===== src/iar_pkg.sv =====
`timescale 1ns / 1ps
// iar_pkg: shared constants, register codes and size helpers for the
// inverse affine remap address generator. No dependencies.
package iar_pkg;

	localparam int MAX_DIM  = 4096;
	localparam int DIM_W    = $clog2(MAX_DIM) + 1;   // holds MAX_DIM itself
	localparam int COORD_W  = 12;
	localparam int FIELD_W  = 13;                    // one size field
	localparam int SUM_W    = 32;
	localparam int COEF_W   = 9;
	localparam int OFF_W    = 21;
	localparam int SIZE_W   = 2 * FIELD_W;
	localparam int CFG_W    = SIZE_W;
	localparam int CFG_IDX_W = 3;

	typedef enum logic [CFG_IDX_W-1:0] {
		REG_INV_A    = 3'd0,
		REG_INV_B    = 3'd1,
		REG_INV_C    = 3'd2,
		REG_INV_D    = 3'd3,
		REG_OFF_X    = 3'd4,
		REG_OFF_Y    = 3'd5,
		REG_SRC_SIZE = 3'd6,
		REG_DST_SIZE = 3'd7
	} cfg_reg_t;

	localparam logic [SIZE_W-1:0] SIZE_RST = SIZE_W'(8193);

	typedef logic [DIM_W-1:0] dim_t;
	typedef logic [SUM_W-1:0] sum_t;

	// zero counts as one, anything past MAX_DIM clamps
	function automatic dim_t dim_of(input logic [FIELD_W-1:0] f);
		dim_t d;
		if (f == '0)
			d = DIM_W'(1);
		else if ({{(32-FIELD_W){1'b0}}, f} > 32'(MAX_DIM))
			d = DIM_W'(MAX_DIM);
		else
			d = DIM_W'(f);
		return d;
	endfunction

	// non-negative and below the limit
	function automatic logic inside_lim(input sum_t s, input dim_t lim);
		return (s[SUM_W-1:DIM_W] == '0) && (s[DIM_W-1:0] < lim);
	endfunction

endpackage


===== src/inverse_affine_remap_address_gen_top.sv =====
`timescale 1ns / 1ps
// Inverse affine remap address generator, nearest neighbour. One result beat
// per input beat, one beat per clock sustained while out_ready stays high.
// A restart beat emits destination pixel zero of a new frame; other beats
// step the raster walk. Source coordinates come from running sums updated
// by addition only: each beat costs one 32-bit add per axis plus a bounds
// compare, all done in the cycle the beat is accepted and held in the output
// register. Output valid rises in the cycle after input accept; the output
// register frees in the same cycle it is taken, so input and output may
// move every clock. Configuration must only be written while no beat is
// in flight. Depends on iar_pkg.
module inverse_affine_remap_address_gen_top (
	input  logic                            clk,
	input  logic                            arst_n,
	input  logic                            cfg_we,
	input  logic [iar_pkg::CFG_IDX_W-1:0]   cfg_idx,
	input  logic [iar_pkg::CFG_W-1:0]       cfg_wdata,
	input  logic                            in_valid,
	output logic                            in_ready,
	input  logic                            restart,
	output logic                            out_valid,
	input  logic                            out_ready,
	output logic [iar_pkg::COORD_W-1:0]     dst_x,
	output logic [iar_pkg::COORD_W-1:0]     dst_y,
	output logic [iar_pkg::COORD_W-1:0]     src_x,
	output logic [iar_pkg::COORD_W-1:0]     src_y,
	output logic                            in_bounds,
	output logic                            frame_last
);
	import iar_pkg::*;

	logic signed [COEF_W-1:0] inv_a_q, inv_b_q, inv_c_q, inv_d_q;
	logic signed [OFF_W-1:0]  off_x_q, off_y_q;
	logic [SIZE_W-1:0]        src_size_q, dst_size_q;

	logic [COORD_W-1:0] col_q, row_q;
	sum_t sum_sx_q, sum_sy_q, rs_sx_q, rs_sy_q;

	logic out_valid_q;
	logic [COORD_W-1:0] dst_x_q, dst_y_q, src_x_q, src_y_q;
	logic in_bounds_q, frame_last_q;

	logic accept;
	dim_t dw, dh, sw, sh;
	sum_t off_x_ext, off_y_ext;
	logic [COORD_W-1:0] cur_col, cur_row;
	sum_t cur_sx, cur_sy, cur_rs_x, cur_rs_y;
	logic ok, row_end, frame_end;

	assign in_ready = !out_valid_q || out_ready;
	assign accept   = in_valid && in_ready;

	assign dw = dim_of(dst_size_q[FIELD_W-1:0]);
	assign dh = dim_of(dst_size_q[SIZE_W-1:FIELD_W]);
	assign sw = dim_of(src_size_q[FIELD_W-1:0]);
	assign sh = dim_of(src_size_q[SIZE_W-1:FIELD_W]);

	assign off_x_ext = SUM_W'(off_x_q);
	assign off_y_ext = SUM_W'(off_y_q);

	always_comb begin
		cur_col  = restart ? '0 : col_q;
		cur_row  = restart ? '0 : row_q;
		cur_sx   = restart ? off_x_ext : sum_sx_q;
		cur_sy   = restart ? off_y_ext : sum_sy_q;
		cur_rs_x = restart ? off_x_ext : rs_sx_q;
		cur_rs_y = restart ? off_y_ext : rs_sy_q;
		ok        = inside_lim(cur_sx, sw) && inside_lim(cur_sy, sh);
		row_end   = ({1'b0, cur_col} + DIM_W'(1)) >= dw;
		frame_end = row_end && (({1'b0, cur_row} + DIM_W'(1)) >= dh);
	end

	always_ff @(posedge clk or negedge arst_n) begin
		if (!arst_n) begin
			inv_a_q    <= COEF_W'(1);
			inv_b_q    <= '0;
			inv_c_q    <= '0;
			inv_d_q    <= COEF_W'(1);
			off_x_q    <= '0;
			off_y_q    <= '0;
			src_size_q <= SIZE_RST;
			dst_size_q <= SIZE_RST;
		end else if (cfg_we) begin
			case (cfg_reg_t'(cfg_idx))
				REG_INV_A:    inv_a_q    <= cfg_wdata[COEF_W-1:0];
				REG_INV_B:    inv_b_q    <= cfg_wdata[COEF_W-1:0];
				REG_INV_C:    inv_c_q    <= cfg_wdata[COEF_W-1:0];
				REG_INV_D:    inv_d_q    <= cfg_wdata[COEF_W-1:0];
				REG_OFF_X:    off_x_q    <= cfg_wdata[OFF_W-1:0];
				REG_OFF_Y:    off_y_q    <= cfg_wdata[OFF_W-1:0];
				REG_SRC_SIZE: src_size_q <= cfg_wdata[SIZE_W-1:0];
				REG_DST_SIZE: dst_size_q <= cfg_wdata[SIZE_W-1:0];
				default: ;
			endcase
		end
	end

	// walk state
	always_ff @(posedge clk or negedge arst_n) begin
		if (!arst_n) begin
			col_q    <= '0;
			row_q    <= '0;
			sum_sx_q <= '0;
			sum_sy_q <= '0;
			rs_sx_q  <= '0;
			rs_sy_q  <= '0;
		end else if (accept) begin
			if (!row_end) begin
				col_q    <= cur_col + COORD_W'(1);
				row_q    <= cur_row;
				sum_sx_q <= cur_sx + SUM_W'(inv_a_q);
				sum_sy_q <= cur_sy + SUM_W'(inv_c_q);
				rs_sx_q  <= cur_rs_x;
				rs_sy_q  <= cur_rs_y;
			end else if (!frame_end) begin
				col_q    <= '0;
				row_q    <= cur_row + COORD_W'(1);
				sum_sx_q <= cur_rs_x + SUM_W'(inv_b_q);
				sum_sy_q <= cur_rs_y + SUM_W'(inv_d_q);
				rs_sx_q  <= cur_rs_x + SUM_W'(inv_b_q);
				rs_sy_q  <= cur_rs_y + SUM_W'(inv_d_q);
			end else begin
				col_q    <= '0;
				row_q    <= '0;
				sum_sx_q <= off_x_ext;
				sum_sy_q <= off_y_ext;
				rs_sx_q  <= off_x_ext;
				rs_sy_q  <= off_y_ext;
			end
		end
	end

	always_ff @(posedge clk or negedge arst_n) begin
		if (!arst_n) begin
			out_valid_q <= 1'b0;
		end else if (accept) begin
			out_valid_q <= 1'b1;
		end else if (out_ready) begin
			out_valid_q <= 1'b0;
		end
	end

	// result payload, no reset needed
	always_ff @(posedge clk) begin
		if (accept) begin
			dst_x_q      <= cur_col;
			dst_y_q      <= cur_row;
			src_x_q      <= ok ? cur_sx[COORD_W-1:0] : '0;
			src_y_q      <= ok ? cur_sy[COORD_W-1:0] : '0;
			in_bounds_q  <= ok;
			frame_last_q <= frame_end;
		end
	end

	assign out_valid  = out_valid_q;
	assign dst_x      = dst_x_q;
	assign dst_y      = dst_y_q;
	assign src_x      = src_x_q;
	assign src_y      = src_y_q;
	assign in_bounds  = in_bounds_q;
	assign frame_last = frame_last_q;

	a_accept_gives_beat: assert property (@(posedge clk) disable iff (!arst_n)
		accept |=> out_valid)
		else $error("accepted beat produced no result");

	a_ready_when_empty: assert property (@(posedge clk) disable iff (!arst_n)
		!out_valid |-> in_ready)
		else $error("input stalled with empty output register");

	a_oob_zero: assert property (@(posedge clk) disable iff (!arst_n)
		(out_valid && !in_bounds) |-> (src_x == '0 && src_y == '0))
		else $error("out-of-bounds beat carries a source coordinate");

	a_stall_holds: assert property (@(posedge clk) disable iff (!arst_n)
		(out_valid && !out_ready) |=> (out_valid && $stable(dst_x) && $stable(dst_y)))
		else $error("stalled result dropped or changed");

endmodule


===== config.mk =====
export PLATFORM = sky130hd
export DESIGN_NAME = inverse_affine_remap_address_gen_top
export DESIGN_NICKNAME = d
export VERILOG_FILES = /design/src/iar_pkg.sv /design/src/inverse_affine_remap_address_gen_top.sv
export SDC_FILE = /design/constraint.sdc
export NUM_CORES = 1
export LEC_CHECK = 0
export ABC_AREA = 1
export BUFFER_PORTS_ARGS = -buffer_cell sky130_fd_sc_hd__buf_4
export CAP_MARGIN = 10
export CORE_MARGIN = 2
export CORE_UTILIZATION = 30
export CTS_BUF_LIST = sky130_fd_sc_hd__clkbuf_4 sky130_fd_sc_hd__clkbuf_8 sky130_fd_sc_hd__clkbuf_16
export DETAILED_ROUTE_END_ITERATION = 6
export PLACE_DENSITY_LB_ADDON = 0.05
export SLEW_MARGIN = 15
export SYNTH_ARGS = -nofsm -noshare
export SYNTH_HDL_FRONTEND = slang
export SYNTH_SLANG_ARGS = --single-unit
export TNS_END_PERCENT = 10

===== constraint.sdc =====
create_clock -name clk -period 3.4 [get_ports clk]
set_input_delay 0.51 -clock clk [delete_from_list [all_inputs] [get_ports clk]]
set_output_delay 0.51 -clock clk [all_outputs]
set_load 0.02 [all_outputs]

==> impl_metrics.sql <==
INSERT INTO impl_metrics (metric_group, metric, value, unit) VALUES
('clock_network', 'clk_transition_reported_paths', '70', 'ps'),
('job', 'max-cap-violations', '0', ''),
('drt', 'route.antenna.remaining_nets', '0', ''),
('drt', 'first_iter_violations', '1795', ''),
('drt', 'length_of_routed_met3_wiring', '3430', 'µm'),
('sta', 'maxSlewHeadroom', '42.3', '%'),
('drt', 'wl_per_cell', '17.2', 'µm'),
('drt', 'via_count', '27600', ''),
('cells_and_area', 'syn2layout_area_growth', '27.7', '%'),
('global_route', 'antenna_found_initial', '7', ''),
('drt', 'dr_wl_met2', '48600', 'µm'),
('cells_and_area', 'num_antenna_cells', '0', ''),
('hold_path', 'min-delay-path-class', 'input pin to flip-flop', ''),
('clock_network', 'clock_tree_from_tritoncts', 'done', ''),
('sta', 'fin_crit', '3160', 'ps'),
('global_route', 'grt-ovfl-total', '0', ''),
('drt', 'top_routing_layer_in_use', 'met4', ''),
('floorplan', 'chipWidth', '305', 'µm'),
('floorplan', 'floorplan.core_area', '0.0899', 'mm²'),
('sta', 'min_period_over_period', '93.0', '%'),
('synth', 'post_synth_instance_area', '0.0271', 'mm²'),
('synth', 'async_reset_ff_share', '85.0', '%'),
('synth', 'synth_cells', '4305', ''),
('synth', 'synth_cell_type_count', '50', ''),
('drt', 'drt_first_pass_iters', '5', ''),
('cells_and_area', 'fillCellCount', '9916', ''),
('sta', 'fmax', '0.316', 'GHz'),
('sta', 'worst_slew_pin_slew', '864', 'ps'),
('clock_network', 'ctsHtreeMaxLevel', '2', ''),
('clock_network', 'worstSkewPairLatency', '610', 'ps'),
('status', 'status', 'complete, no violations', ''),
('cells_and_area', 'mostFrequentLayoutCells', 'sky130_fd_sc_hd__nand2_1, sky130_fd_sc_hd__inv_1, sky130_fd_sc_hd__buf_4', ''),
('cells_and_area', 'nets', '5027', ''),
('synth', 'synthesis.nets', '4520', ''),
('clock_network', 'max-clock-path-buffers', '3', ''),
('clock_network', 'root_buffer', 'sky130_fd_sc_hd__clkbuf_16', ''),
('placed_design', 'hpwlAfterDp', '80400', 'µm'),
('placed_design', 'io_buffer_count', '86', ''),
('critical_path', 'critical_path_required', '3950', 'ps'),
('clock_network', 'cts_buffers', '45', ''),
('drt', 'drt_drc_violations_left', '0', ''),
('global_route', 'grt_start_max_net_pins', '88', ''),
('floorplan', 'fp.dieH', '305', 'µm'),
('sta', 'finalClockSkew', '22.3', 'ps'),
('drt', 'routed_wirelength', '104000', 'µm'),
('power', 'power.density', '654', 'mW/mm²'),
('cells_and_area', 'fin_cells', '6024', ''),
('global_route', 'track_usage', '22.3', '%'),
('cells_and_area', 'seqCellArea', '0.00859', 'mm²'),
('sta', 'finalSetupViolations', '0', ''),
('clock_network', 'clkSinkCount', '333', ''),
('synth', 'synth_area_per_cell', '6.31', 'µm²'),
('floorplan', 'effective_utilization_at_floorplan', '30.2', '%'),
('synth', 'synth_ff_type', 'sky130_fd_sc_hd__dfrtp_1', ''),
('floorplan', 'floorplan.io_pins', '87', ''),
('placed_design', 'place_congestion', '0.847', ''),
('floorplan', 'core.rowCount', '110', ''),
('power', 'power_leakage', '19.5', 'nW'),
('drt', 'detail_route.wirelength.met1', '49500', 'µm'),
('critical_path', 'worst_ep_arrival_time', '3710', 'ps'),
('synth', 'seq_area_frac_synth', '31.6', '%'),
('placed_design', 'place_inst', '5932', ''),
('critical_path', 'category_of_the_most_critical_setup_path', 'flip-flop to flip-flop', ''),
('power', 'pwr_total', '0.0227', 'W'),
('drt', 'viasPerCell', '4.59', ''),
('floorplan', 'dieArea', '0.0929', 'mm²'),
('cells_and_area', 'post_route_cells_drive_above_1_share', '15.8', '%'),
('synth', 'postSynthRegisterBits', '333', ''),
('cells_and_area', 'layout_commonest_cell', 'sky130_fd_sc_hd__nand2_1', ''),
('sta', 'report.final.hold_viol_count', '0', ''),
('critical_path', 'timing.reg2reg.setup_slack', '240', 'ps'),
('synth', 'synth_enable_flop_cells', '50', ''),
('power', 'irDropWorstVdd', '0.383', 'mV'),
('critical_path', 'end_kind', 'flip-flop', ''),
('global_route', 'first_global_vias', '27700', ''),
('global_route', 'wire_length_of_the_first_global_routing_pass', '161000', 'µm'),
('sta', 'drv_slew', '0', ''),
('sta', 'grt_setup_unrepaired', 'yes', ''),
('placed_design', 'detailed_place.area', '0.0328', 'mm²'),
('synth', 'ys.warnings.count', '0', ''),
('cells_and_area', 'multi_input_comb_area', '0.0154', 'mm²'),
('critical_path', 'critPathMaxFanout', '28', ''),
('critical_path', 'worst_setup_path_start_kind', 'flip-flop', ''),
('cells_and_area', 'finished_layout_cell_area', '0.0347', 'mm²');
==> state kept, by name, summed over array words and instances (netlist names), 21 cells and up <==
| signal | flops |
|---|---|
| off_x_q | 21 |
| rs_sy_q | 32 |
| src_size_q | 26 |
| off_y_q | 21 |
| rs_sx_q | 32 |
| sum_sy_q | 32 |
| sum_sx_q | 32 |
| dst_size_q | 26 |
==> path summary, 6_finish.rpt <==
kind,to,cells past startpoint,from
worst min-delay path,dst_size_q[12],3,cfg_wdata[12]
max in group asynchronous,dst_size_q[13],3,arst_n
worst min register to register,sum_sy_q[16],2,sum_sy_q[16]
worst max register to register,sum_sx_q[21],21,col_q[0]
min in group asynchronous,sum_sx_q[21],2,arst_n
worst max-delay path,sum_sx_q[21],21,col_q[0]
==> metrics by stage <==
step           setup WS (ps)  setup TNS, ps  util [%]  hold WS (ps)
2_1_floorplan          -77.5          -3110         -           214
3_3_place_gp            -448         -49970      36.5           464
3_5_place_dp            -486         -56040      36.5           465
4_1_cts                 64.7              0      38.4          98.9
5_1_grt                -30.9          -75.4      38.6           119
6_report                 238              0      38.6           136
==> routing by layer <==
metal	up-vias	GRT usage, %
met4	0	4.70
met5	-	0
li1	14400	-
met3	88	2.10
met2	399	37.7
met1	12700	30.7
==> cell usage after synthesis, types with 4 or more instances <==
library cell               count  area (µm²)
sky130_fd_sc_hd__o21ai_1       6        30.0
sky130_fd_sc_hd__nand3_1     283        1420
sky130_fd_sc_hd__and2_1        8        50.1
sky130_fd_sc_hd__nand4_1      27         169
sky130_fd_sc_hd__o21bai_1      7        52.6
sky130_fd_sc_hd__or2_2        23         144
sky130_fd_sc_hd__clkbuf_1     71         267
sky130_fd_sc_hd__inv_1       751        2820
sky130_fd_sc_hd__o211ai_1      6        45.0
sky130_fd_sc_hd__a21oi_1     176         881
sky130_fd_sc_hd__nor2_1      328        1230
sky130_fd_sc_hd__nand2_1    1624        6100
sky130_fd_sc_hd__a22oi_1       4        30.0
sky130_fd_sc_hd__dfstp_2       6         158
sky130_fd_sc_hd__nand3b_1      5        37.5
sky130_fd_sc_hd__mux2_2        8        90.1
sky130_fd_sc_hd__o22ai_1       7        43.8
sky130_fd_sc_hd__nor3_2       21         210
sky130_fd_sc_hd__nor3_1       40         200
sky130_fd_sc_hd__ha_1        176        2200
sky130_fd_sc_hd__a31oi_1      34         213
sky130_fd_sc_hd__xnor2_1      30         263
sky130_fd_sc_hd__buf_2        19        95.1
sky130_fd_sc_hd__dfrtp_1     277        6930
sky130_fd_sc_hd__buf_6         9         101
sky130_fd_sc_hd__buf_4         7        52.6
sky130_fd_sc_hd__nor2_2        7        43.8
sky130_fd_sc_hd__fa_1          4        80.1
sky130_fd_sc_hd__a21o_1        4        30.0
sky130_fd_sc_hd__buf_1         6        22.5
sky130_fd_sc_hd__nor4_1       10        62.6
sky130_fd_sc_hd__edfxtp_1     50        1500
sky130_fd_sc_hd__and3_1        4        25.0
sky130_fd_sc_hd__o21ai_0     207        1040
sky130_fd_sc_hd__xor2_1       40         350
==> final cells by class <==
| type | count | share of cell area (%) |
|---|---|---|
| clock buffer | 65 | 3.86 |
| clock inverter | 18 | 0.920 |
| inverter | 753 | 8.18 |
| sequential | 333 | 24.8 |
| tap | 1176 | 4.24 |
| timing repair buffer | 572 | 13.5 |
| multi-input combinational | 3107 | 44.5 |
==> repair_timing <==
action / in CTS / in global routing
buffers inserted: 0 / 6
resized for setup: 0 / 23
hold buffers: 1 / 0
setup endpoints to repair: 0 / 135
endpoints found under the hold margin: 53 / 0
==> kinds of logic after synthesis <==
| logic type | Yosys count | synth area share [%] |
|---|---|---|
| AOI/OAI and AO/OA | 458 | 8.90 |
| xor gates and xnor gates | 70 | 2.26 |
| muxes | 8 | 0.332 |
| adders and majority gates | 180 | 8.41 |
| and+or+nand+nor | 2391 | 36.1 |
| DFF | 333 | 31.6 |
| buffers and inverters | 865 | 12.4 |
==> power by group <==
| part | leakage [nW] | internal, W | total [W] | switching [W] |
|---|---|---|---|---|
| clock network | 0.822 | 0.00329 | 0.00537 | 0.00208 |
| registers | 3.92 | 0.00500 | 0.00555 | 0.000545 |
| logic | 14.8 | 0.00485 | 0.0118 | 0.00691 |
==> worst max-delay path: stages (launching register included) <==
cell and delay, ps:
sky130_fd_sc_hd__dfrtp_1 380, sky130_fd_sc_hd__nand2_2 80, sky130_fd_sc_hd__buf_4 140, sky130_fd_sc_hd__nor3_4 180
sky130_fd_sc_hd__nand4_4 140, sky130_fd_sc_hd__nor2_4 150, sky130_fd_sc_hd__nand3_2 90, sky130_fd_sc_hd__xnor2_2 160
sky130_fd_sc_hd__ha_1 310, sky130_fd_sc_hd__nand2_2 80, sky130_fd_sc_hd__inv_1 40, sky130_fd_sc_hd__nand3_2 60
sky130_fd_sc_hd__a21oi_1 40, sky130_fd_sc_hd__nor2_1 150, sky130_fd_sc_hd__nand2_1 110, sky130_fd_sc_hd__nor2_4 170
sky130_fd_sc_hd__buf_6 140, sky130_fd_sc_hd__buf_12 180, sky130_fd_sc_hd__nand3_1 220, sky130_fd_sc_hd__nand3_1 130
sky130_fd_sc_hd__nand2_1 50, sky130_fd_sc_hd__inv_1 40
(Power assumes the default switching activity.)
